$ cat src/rtl/core/tes_pkg.sv
`default_nettype none

package tes_pkg;

  localparam logic [15:0] MIN_SPACING_RST  = 16'd10;
  localparam logic [1:0]  ADDR_MIN_SPACING = 2'd0;

  typedef enum logic [2:0] {
    FN_INSERT = 3'd0,
    FN_CLEAR  = 3'd1,
    FN_START  = 3'd2,
    FN_STOP   = 3'd3,
    FN_TICK   = 3'd4
  } func_t;

  typedef enum logic [3:0] {
    ST_INSERTED = 4'd0,
    ST_LOCKED   = 4'd1,
    ST_EARLY    = 4'd2,
    ST_CLOSE    = 4'd3,
    ST_FULL     = 4'd4,
    ST_STARTED  = 4'd5,
    ST_REFUSED  = 4'd6,
    ST_STOPPED  = 4'd7,
    ST_CLEARED  = 4'd8,
    ST_FIRED    = 4'd9
  } status_t;

  typedef enum logic [2:0] {
    S_IDLE,
    S_SCAN,
    S_PLACE,
    S_SHIFT,
    S_WRITE,
    S_TICK_CMP,
    S_EMIT
  } state_t;

  typedef struct packed {
    logic lt;     // a below b
    logic close;  // |a - b| below half interval
  } cmp_res_t;

endpackage

`default_nettype wire

$ cat src/rtl/core/tes_cmp_unit.sv
`default_nettype none

module tes_cmp_unit
  import tes_pkg::*;
#(
  parameter int W = 32
) (
  input  logic [W-1:0] a,
  input  logic [W-1:0] b,
  input  logic [15:0]  half,
  output cmp_res_t     res
);

  logic         lt;
  logic [W-1:0] diff;

  assign lt   = a < b;
  assign diff = lt ? (b - a) : (a - b);

  assign res.lt    = lt;
  assign res.close = diff < W'(half);

endmodule

`default_nettype wire

$ cat src/rtl/core/tes_event_ram.sv
`default_nettype none

module tes_event_ram #(
  parameter int DEPTH = 64,
  parameter int WIDTH = 32,
  parameter int AW    = 6
) (
  input  logic             clk,
  input  logic             wr_en,
  input  logic [AW-1:0]    wr_addr,
  input  logic [WIDTH-1:0] wr_data,
  input  logic [AW-1:0]    rd_addr,
  output logic [WIDTH-1:0] rd_data
);

  logic [WIDTH-1:0] mem [DEPTH];
  logic [WIDTH-1:0] rd_data_r;

  always_ff @(posedge clk) begin
    if (wr_en) begin
      mem[wr_addr] <= wr_data;
    end
    rd_data_r <= mem[rd_addr];
  end

  assign rd_data = rd_data_r;

endmodule

`default_nettype wire

$ cat src/rtl/core/timed_event_sequencer.sv
// Timed event sequencer: a sorted table of event times in ticks, played back.
// Requests enter on in_valid/in_stall with in_func (insert, clear, start,
// stop, tick), in_time_value and in_force_req. At most one result per request
// leaves on out_valid/out_stall as out_status, out_index, out_done_res.
// The minimum spacing is written over the APB port at byte address 0, by the
// user only while idle; the block itself does not enforce this.
// An insert walks the table through one compare unit and one RAM port: the
// scan reads one entry a cycle and, unless the new time lands at the end, the
// shift moves one entry a cycle. in_stall is high while a request is in work.
// The result sits in an output register; while out_stall holds it, the block
// still takes the next request and parks that result until the register
// frees up. Reset clears the table count, the run state and the elapsed
// count, and sets the minimum spacing to 10; table contents are not cleared.
`default_nettype none

module timed_event_sequencer
  import tes_pkg::*;
#(
  parameter int MAX_EVENTS = 64,
  parameter int TIME_WIDTH = 32
) (
  input  logic        clk,
  input  logic        rst_n,
  input  logic        in_valid,
  output logic        in_stall,
  input  logic [2:0]  in_func,
  input  logic [31:0] in_time_value,
  input  logic        in_force_req,
  output logic        out_valid,
  input  logic        out_stall,
  output logic [3:0]  out_status,
  output logic [5:0]  out_index,
  output logic        out_done_res,
  input  logic        cfg_psel,
  input  logic        cfg_penable,
  input  logic        cfg_pwrite,
  input  logic [1:0]  cfg_paddr,
  input  logic [31:0] cfg_pwdata,
  output logic [31:0] cfg_prdata,
  output logic        cfg_pready
);

  localparam int IW   = $clog2(MAX_EVENTS);
  localparam int CW   = $clog2(MAX_EVENTS + 1);
  localparam int TW   = TIME_WIDTH;
  localparam int CMPW = (TIME_WIDTH > 16) ? TIME_WIDTH : 16;
  localparam logic [CW-1:0] MAX_CNT = CW'(MAX_EVENTS);

  state_t          state_r, state_nxt;
  logic [15:0]     min_int_r;
  logic [CW-1:0]   count_r, count_nxt;
  logic            running_r, running_nxt;
  logic [CW-1:0]   next_r, next_nxt;
  logic [TW-1:0]   elapsed_r, elapsed_nxt;
  logic [TW-1:0]   t_r, t_nxt;
  logic [IW-1:0]   i_r, i_nxt;
  logic [CW-1:0]   pos_r, pos_nxt;
  logic [IW-1:0]   j_r, j_nxt;
  status_t         res_status_r, res_status_nxt;
  logic [5:0]      res_index_r, res_index_nxt;
  logic            res_done_r, res_done_nxt;

  logic            out_valid_r;
  status_t         out_status_r;
  logic [5:0]      out_index_r;
  logic            out_done_r;

  logic            in_acc;
  logic            out_free;
  logic            cfg_wr;
  logic [16:0]     half_sum;
  logic [15:0]     half;
  logic [TW-1:0]   t_in;
  logic [IW:0]     i_inc;
  logic [CW-1:0]   cnt_m1;
  logic [CW-1:0]   next_inc;

  logic            wr_en;
  logic [IW-1:0]   wr_addr;
  logic [TW-1:0]   wr_data;
  logic [IW-1:0]   rd_addr;
  logic [TW-1:0]   rd_data;

  logic [CMPW-1:0] cmp_a, cmp_b;
  cmp_res_t        cmp;

  tes_event_ram #(
    .DEPTH (MAX_EVENTS),
    .WIDTH (TW),
    .AW    (IW)
  ) u_ram (
    .clk     (clk),
    .wr_en   (wr_en),
    .wr_addr (wr_addr),
    .wr_data (wr_data),
    .rd_addr (rd_addr),
    .rd_data (rd_data)
  );

  tes_cmp_unit #(
    .W (CMPW)
  ) u_cmp (
    .a    (cmp_a),
    .b    (cmp_b),
    .half (half),
    .res  (cmp)
  );

  // configuration port
  assign cfg_pready = 1'b1;
  assign cfg_wr     = cfg_psel && cfg_penable && cfg_pwrite && cfg_pready &&
                      (cfg_paddr == ADDR_MIN_SPACING);
  assign cfg_prdata = {16'd0, min_int_r};

  always_ff @(posedge clk) begin
    if (!rst_n) begin
      min_int_r <= MIN_SPACING_RST;
    end else if (cfg_wr && (cfg_pwdata[15:0] != 16'd0)) begin
      min_int_r <= cfg_pwdata[15:0];
    end
  end

  // half window rounded up: t < m/2 exactly when t < (m+1)>>1
  assign half_sum = {1'b0, min_int_r} + 17'd1;
  assign half     = half_sum[16:1];

  assign in_stall = (state_r != S_IDLE);
  assign in_acc   = in_valid && !in_stall;
  assign out_free = !out_valid_r || !out_stall;
  assign t_in     = TW'(in_time_value);
  assign i_inc    = {1'b0, i_r} + 1'b1;
  assign cnt_m1   = count_r - 1'b1;
  assign next_inc = next_r + 1'b1;

  always_comb begin
    state_nxt      = state_r;
    count_nxt      = count_r;
    running_nxt    = running_r;
    next_nxt       = next_r;
    elapsed_nxt    = elapsed_r;
    t_nxt          = t_r;
    i_nxt          = i_r;
    pos_nxt        = pos_r;
    j_nxt          = j_r;
    res_status_nxt = res_status_r;
    res_index_nxt  = res_index_r;
    res_done_nxt   = res_done_r;
    wr_en          = 1'b0;
    wr_addr        = pos_r[IW-1:0];
    wr_data        = t_r;
    rd_addr        = '0;
    cmp_a          = CMPW'(t_in);
    cmp_b          = CMPW'(half);

    case (state_r)
      S_IDLE: begin
        rd_addr = (in_func == FN_TICK) ? next_r[IW-1:0] : '0;
        if (in_acc) begin
          res_index_nxt = '0;
          res_done_nxt  = 1'b0;
          case (in_func)
            FN_INSERT: begin
              t_nxt   = t_in;
              i_nxt   = '0;
              pos_nxt = '0;
              if (running_r) begin
                res_status_nxt = ST_LOCKED;
                state_nxt      = S_EMIT;
              end else if (cmp.lt) begin
                res_status_nxt = ST_EARLY;
                state_nxt      = S_EMIT;
              end else if (count_r == '0) begin
                state_nxt = S_PLACE;
              end else begin
                state_nxt = S_SCAN;
              end
            end
            FN_CLEAR: begin
              if (running_r) begin
                res_status_nxt = ST_LOCKED;
              end else begin
                count_nxt      = '0;
                res_status_nxt = ST_CLEARED;
              end
              state_nxt = S_EMIT;
            end
            FN_START: begin
              if (running_r && !in_force_req) begin
                res_status_nxt = ST_REFUSED;
              end else if (count_r == '0) begin
                running_nxt    = 1'b0;
                res_status_nxt = ST_REFUSED;
              end else begin
                elapsed_nxt    = '0;
                next_nxt       = '0;
                running_nxt    = 1'b1;
                res_status_nxt = ST_STARTED;
              end
              state_nxt = S_EMIT;
            end
            FN_STOP: begin
              running_nxt    = 1'b0;
              res_status_nxt = ST_STOPPED;
              state_nxt      = S_EMIT;
            end
            FN_TICK: begin
              if (running_r) begin
                if (elapsed_r != {TW{1'b1}}) begin
                  elapsed_nxt = elapsed_r + 1'b1;
                end
                if (next_r >= count_r) begin
                  running_nxt = 1'b0;
                end else begin
                  state_nxt = S_TICK_CMP;
                end
              end
            end
            default: ;
          endcase
        end
      end

      S_SCAN: begin
        // entry i_r is on the read port; fetch the following one
        cmp_a   = CMPW'(rd_data);
        cmp_b   = CMPW'(t_r);
        rd_addr = i_inc[IW-1:0];
        if (cmp.close) begin
          res_status_nxt = ST_CLOSE;
          state_nxt      = S_EMIT;
        end else begin
          pos_nxt = pos_r + CW'(cmp.lt);
          if (CW'(i_inc) < count_r) begin
            i_nxt = i_inc[IW-1:0];
          end else begin
            state_nxt = S_PLACE;
          end
        end
      end

      S_PLACE: begin
        rd_addr = cnt_m1[IW-1:0];
        if (count_r == MAX_CNT) begin
          res_status_nxt = ST_FULL;
          state_nxt      = S_EMIT;
        end else if (pos_r == count_r) begin
          wr_en          = 1'b1;
          count_nxt      = count_r + 1'b1;
          res_status_nxt = ST_INSERTED;
          res_index_nxt  = 6'(pos_r);
          state_nxt      = S_EMIT;
        end else begin
          j_nxt     = cnt_m1[IW-1:0];
          state_nxt = S_SHIFT;
        end
      end

      S_SHIFT: begin
        // move entry j_r up one place, walking down to the insert position
        wr_en   = 1'b1;
        wr_addr = j_r + 1'b1;
        wr_data = rd_data;
        rd_addr = j_r - 1'b1;
        if (CW'(j_r) == pos_r) begin
          state_nxt = S_WRITE;
        end else begin
          j_nxt = j_r - 1'b1;
        end
      end

      S_WRITE: begin
        wr_en          = 1'b1;
        count_nxt      = count_r + 1'b1;
        res_status_nxt = ST_INSERTED;
        res_index_nxt  = 6'(pos_r);
        state_nxt      = S_EMIT;
      end

      S_TICK_CMP: begin
        cmp_a = CMPW'(elapsed_r);
        cmp_b = CMPW'(rd_data);
        if (cmp.lt) begin
          state_nxt = S_IDLE;
        end else begin
          res_status_nxt = ST_FIRED;
          res_index_nxt  = 6'(next_r);
          next_nxt       = next_inc;
          if (next_inc >= count_r) begin
            res_done_nxt = 1'b1;
            running_nxt  = 1'b0;
          end
          state_nxt = S_EMIT;
        end
      end

      S_EMIT: begin
        if (out_free) begin
          state_nxt = S_IDLE;
        end
      end

      default: state_nxt = S_IDLE;
    endcase
  end

  always_ff @(posedge clk) begin
    if (!rst_n) begin
      state_r   <= S_IDLE;
      count_r   <= '0;
      running_r <= 1'b0;
      next_r    <= '0;
      elapsed_r <= '0;
    end else begin
      state_r   <= state_nxt;
      count_r   <= count_nxt;
      running_r <= running_nxt;
      next_r    <= next_nxt;
      elapsed_r <= elapsed_nxt;
    end
  end

  always_ff @(posedge clk) begin
    t_r          <= t_nxt;
    i_r          <= i_nxt;
    pos_r        <= pos_nxt;
    j_r          <= j_nxt;
    res_status_r <= res_status_nxt;
    res_index_r  <= res_index_nxt;
    res_done_r   <= res_done_nxt;
  end

  // output register
  always_ff @(posedge clk) begin
    if (!rst_n) begin
      out_valid_r <= 1'b0;
    end else if (state_r == S_EMIT && out_free) begin
      out_valid_r <= 1'b1;
    end else if (!out_stall) begin
      out_valid_r <= 1'b0;
    end
  end

  always_ff @(posedge clk) begin
    if (state_r == S_EMIT && out_free) begin
      out_status_r <= res_status_r;
      out_index_r  <= res_index_r;
      out_done_r   <= res_done_r;
    end
  end

  assign out_valid    = out_valid_r;
  assign out_status   = out_status_r;
  assign out_index    = out_index_r;
  assign out_done_res = out_done_r;

  a_count_bound: assert property (@(posedge clk) disable iff (!rst_n)
    count_r <= MAX_CNT)
    else $error("entry count above table depth");

  a_run_next: assert property (@(posedge clk) disable iff (!rst_n)
    running_r |-> (next_r < count_r))
    else $error("active run points past the last entry");

  a_shift_pos: assert property (@(posedge clk) disable iff (!rst_n)
    (state_r == S_SHIFT) |-> (pos_r < count_r))
    else $error("shift with insert position at table end");

  a_out_src: assert property (@(posedge clk) disable iff (!rst_n)
    $rose(out_valid_r) |-> $past(state_r == S_EMIT))
    else $error("result shown without a pending result");

endmodule

`default_nettype wire

$ cat config.mk
export PLATFORM = sky130hd
export DESIGN_NAME = timed_event_sequencer
export DESIGN_NICKNAME = d
export VERILOG_FILES = /design/src/rtl/core/tes_pkg.sv /design/src/rtl/core/tes_cmp_unit.sv /design/src/rtl/core/tes_event_ram.sv /design/src/rtl/core/timed_event_sequencer.sv
export SDC_FILE = /design/constraint.sdc
export NUM_CORES = 2
export LEC_CHECK = 0
export BUFFER_PORTS_ARGS = -buffer_cell sky130_fd_sc_hd__buf_4
export CAP_MARGIN = 5
export CORE_MARGIN = 2
export CORE_UTILIZATION = 35
export DETAILED_ROUTE_END_ITERATION = 12
export HOLD_SLACK_MARGIN = 0.12
export PLACE_DENSITY_LB_ADDON = 0.2
export RECOVER_POWER = 25
export SLEW_MARGIN = 10
export SYNTH_ARGS = -nofsm -noshare
export SYNTH_HDL_FRONTEND = slang
export SYNTH_HIERARCHICAL = 1
export SYNTH_SLANG_ARGS = --single-unit
$ cat constraint.sdc
create_clock -name clk -period 9.8 [get_ports clk]
set_input_delay 0.49 -clock clk [delete_from_list [all_inputs] [get_ports clk]]
set_output_delay 0.49 -clock clk [all_outputs]
set_load 0.01 [all_outputs]
==> results.cfg <==
[clocking]
cts.sinks = 2220
clkLatencyLatePin_ns = 0.88
cts_tree = built
cts-root-buf = clkbuf_16
h-tree-depth = 4
post_cts.repair.setup_buffers = 0
cts_resized = 0
cts_buffers = 226
cts_max_path_buffers = 3
clk_pin_slew_ns = 0.06

[sta]
hold_viol = 0
fin_tns_setup_ns = 0
max_slew_margin = -1.482
tightest_slew_ns = 3.723
min_period_ns = 8.716
finalClockSkew_ns = 0.03354
max_freq_ghz = 0.1147
period_share = 0.8894
rsz0062_at_grt = false
setup_viol = 0
slew_violations = 1413

[synth]
yosysTopAreaCellShare = 0.6884
syn_inst = 5250
ys_ff_latch = 2220
synth_cell_types = 96
synth.most_common_cell = edfxtp_1
synthTopCellsByCount = 2,121 x edfxtp_1, 446 x mux4_2, 286 x mux2i_1, 275 x nand2_1, 224 x nor2_1
netlist_area_mm2 = 0.09252
synth_async_sr_flop_share = 0
syn_area_per_cell_um2 = 17.62
synth_ff_type = edfxtp_1
ys_top_cells_by_area = edfxtp_1 69%, mux4_2 11%, mux2i_1 3.1%
synth_enable_flop_cells = 2121
synth_top_area_cell = edfxtp_1
ys_seq_area_frac = 0.7099
yosysWarnings = 6

[routing]
totalWireLength_um = 270900
routedWlPerCell_um = 29.43
vias_per_cell = 5.535
drtPass1Iterations = 6
drt_iter0_drc = 5766
drc = 0
vias = 50947
postRouteAntennaNets = 0

[floorplan]
die_y_um = 518.1
initial_utilization = 0.3521
rows = 188
io_pins = 123
die_area_mm2 = 0.2685
core_mm2 = 0.2627
die_w_um = 518.1

[place]
port-buffer-count = 89
place.gp.congestion = 0.8444
dpl_cell_area_mm2 = 0.09798
hpwlAfterDp_um = 155200

[outcome]
violations = capacitance limit, slew limit
status = complete, but fails checks

[final_layout]
finish.instance_area_mm2 = 0.1057
fill_cells = 23709
area_growth_pct = 14.29
final_net_count = 5674
drive_gt1_frac = 0.1957
regArea_mm2 = 0.06568
multi_input_area_mm2 = 0.02532

[setup_path]
timing.critical_path.mode_cell = ha_1
cp-end-kind = register
crit_type = register to register
start_kind = register
cpMaxStageDelayCell = nor4_1
worstPathArrival_ns = 9.21
max_stage_delay_ns = 0.68
worstPathRequired_ns = 10.29
crit_path_max_fanout = 19

[power_and_ir_drop]
swShare = 0.3869
ir_drop_v = 0.0003367
pwr-share-seq = 0.326
combPwrFrac = 0.422
powerDensity_mw_per_mm2 = 330.6
p_clk_frac = 0.252
p_leak_nw = 33.13
switchingPower_w = 0.01352
power.internal_w = 0.02143

[global_route]
grt_pass1_wl_um = 383000
overflow = 0
grt_max_degree = 105
track_usage = 0.1983
antenna_found_initial = 23
first_global_vias = 50951

[run]
cap_violations = 24

[hold_path]
hold_class = input pin to register
[per-stage QoR]
| step | setup slack [ns] | hold slack [ns] | util | instances | total power, W |
|---|---|---|---|---|---|
| finish | 1.084 | 0.2081 | 0.4024 | 9205 | 0.03496 |
| global route | 0.4667 | 0.1734 | 0.4024 | 9200 | 0.03639 |
| CTS | 1.059 | 0.1264 | 0.4037 | 9197 | 0.03521 |
| detailed placement | 1.127 | 0.4057 | 0.3729 | 8722 | 0.02638 |
| global placement | 1.136 | 0.4047 | 0.3729 | 8722 | 0.02635 |
| floorplan | 2.809 | 0.4003 | - | 5265 | 0.02071 |
[path summary, 6_finish.rpt]
path,startpoint,end,slack [ns],cells past startpoint
setup / recovery,min_int_r[0],res_status_r[0],1.08,30
hold / removal,in_func[2],res_status_r[1],0.21,3
setup reg to reg,min_int_r[0],res_status_r[0],1.08,30
hold reg to reg,res_index_r[0],out_index[0],0.42,0
[per-layer routing]
layer / vias to the layer above / global-route usage / wire (µm)
met2: 1784 / 0.3185 / 128000
met4: 2 / 0.05215 / 6762
li1: 21654 / - / -
met5: - / 0 / 20
met3: 312 / 0.03266 / 17830
met1: 27195 / 0.2796 / 118300
[flip-flops by register name (all words and copies together), names as in the netlist]
register,count
count_r,7
res_done_r,1
out_valid,1
out_index,6
i_r,6
state_r,3
u_ram/mem,2048
u_ram/rd_data,32
pos_r,7
res_status_r,4
elapsed_r,32
running_r,1
out_done_res,1
t_r,32
min_int_r,16
out_status,4
res_index_r,6
next_r,7
j_r,6
[repair_timing]
action | 4_1_cts | 5_1_grt
hold endpoints to repair | 52 | 0
endpoints found under the setup margin | 0 | 0
hold buffers | 52 | 0
[layout make-up]
cell class / count / area share
Antenna cell: 8 / 0.0001893
Sequential cell: 2220 / 0.6211
Multi-Input combinational cell: 2609 / 0.2395
Clock buffer: 270 / 0.05575
Timing Repair Buffer: 316 / 0.02191
Inverter: 114 / 0.004047
Clock inverter: 153 / 0.01589
Tap cell: 3515 / 0.04159
[power groups by stage]
stage          combinational, W  sequential [W]  clock [W]
2_1_floorplan           0.00930          0.0114          0
3_3_place_gp             0.0148          0.0115          0
3_5_place_dp             0.0149          0.0115          0
4_1_cts                  0.0149          0.0113    0.00898
5_1_grt                  0.0156          0.0114    0.00936
6_report                 0.0148          0.0114    0.00881
[critical path: cells and delay by family, from the launching register on]
| family | cells | cell delay [ns] |
|---|---|---|
| and+or+nand+nor | 9 | 2.65 |
| AOI/OAI and AO/OA | 11 | 2.44 |
| buffers and inverters | 4 | 1.20 |
| adders and majority gates | 3 | 0.83 |
| xor gates and xnor gates | 2 | 0.49 |
| DFF | 1 | 0.40 |
| muxes | 1 | 0.31 |
[cell families (layout without fill, tap and decap cells)]
family	Yosys count	after routing	share of synthesized area
AO/OA/AOI/OAI	794	794	0.05786
XOR/XNOR	83	83	0.007858
adder cells (fa/ha/maj)	110	110	0.01504
buffers and inverters	436	853	0.02433
flip-flops	2220	2220	0.7099
multiplexers	736	736	0.1400
other	2	25	0.00008117
AND/OR/NAND/NOR	869	869	0.04498
[placed cells by master, fill, tap and decap left out, types with 17 or more instances in the layout]
master	synthesis	layout
dfxtp_1	99	98
nand3_1	101	100
xor2_1	33	33
nand2b_1	24	22
nor2_4	0	67
clkinv_2	0	45
bufinv_16	0	30
clkbuf_16	0	229
buf_4	46	166
a31oi_1	27	27
nor2b_1	24	19
edfxtp_1	2121	2121
a211oi_1	38	39
a22oi_1	131	131
clkinv_1	1	51
conb_1	2	17
nor3_1	32	32
o21ai_0	133	131
a21oi_1	169	169
nand2_1	275	244
xnor2_1	50	50
nand2_2	0	31
inv_1	113	113
mux4_2	446	446
nor2_1	224	155
nand4_1	40	40
clkbuf_1	150	126
o22ai_1	50	50
o21a_1	19	19
and4_1	18	18
o211ai_1	29	29
and3_1	21	21
a22o_1	18	17
o221ai_1	20	20
a21o_1	30	30
mux2i_1	286	286
ha_1	108	108
dlygate4sd3_1	0	52
No activity file was read; power rests on OpenSTA's default activity.
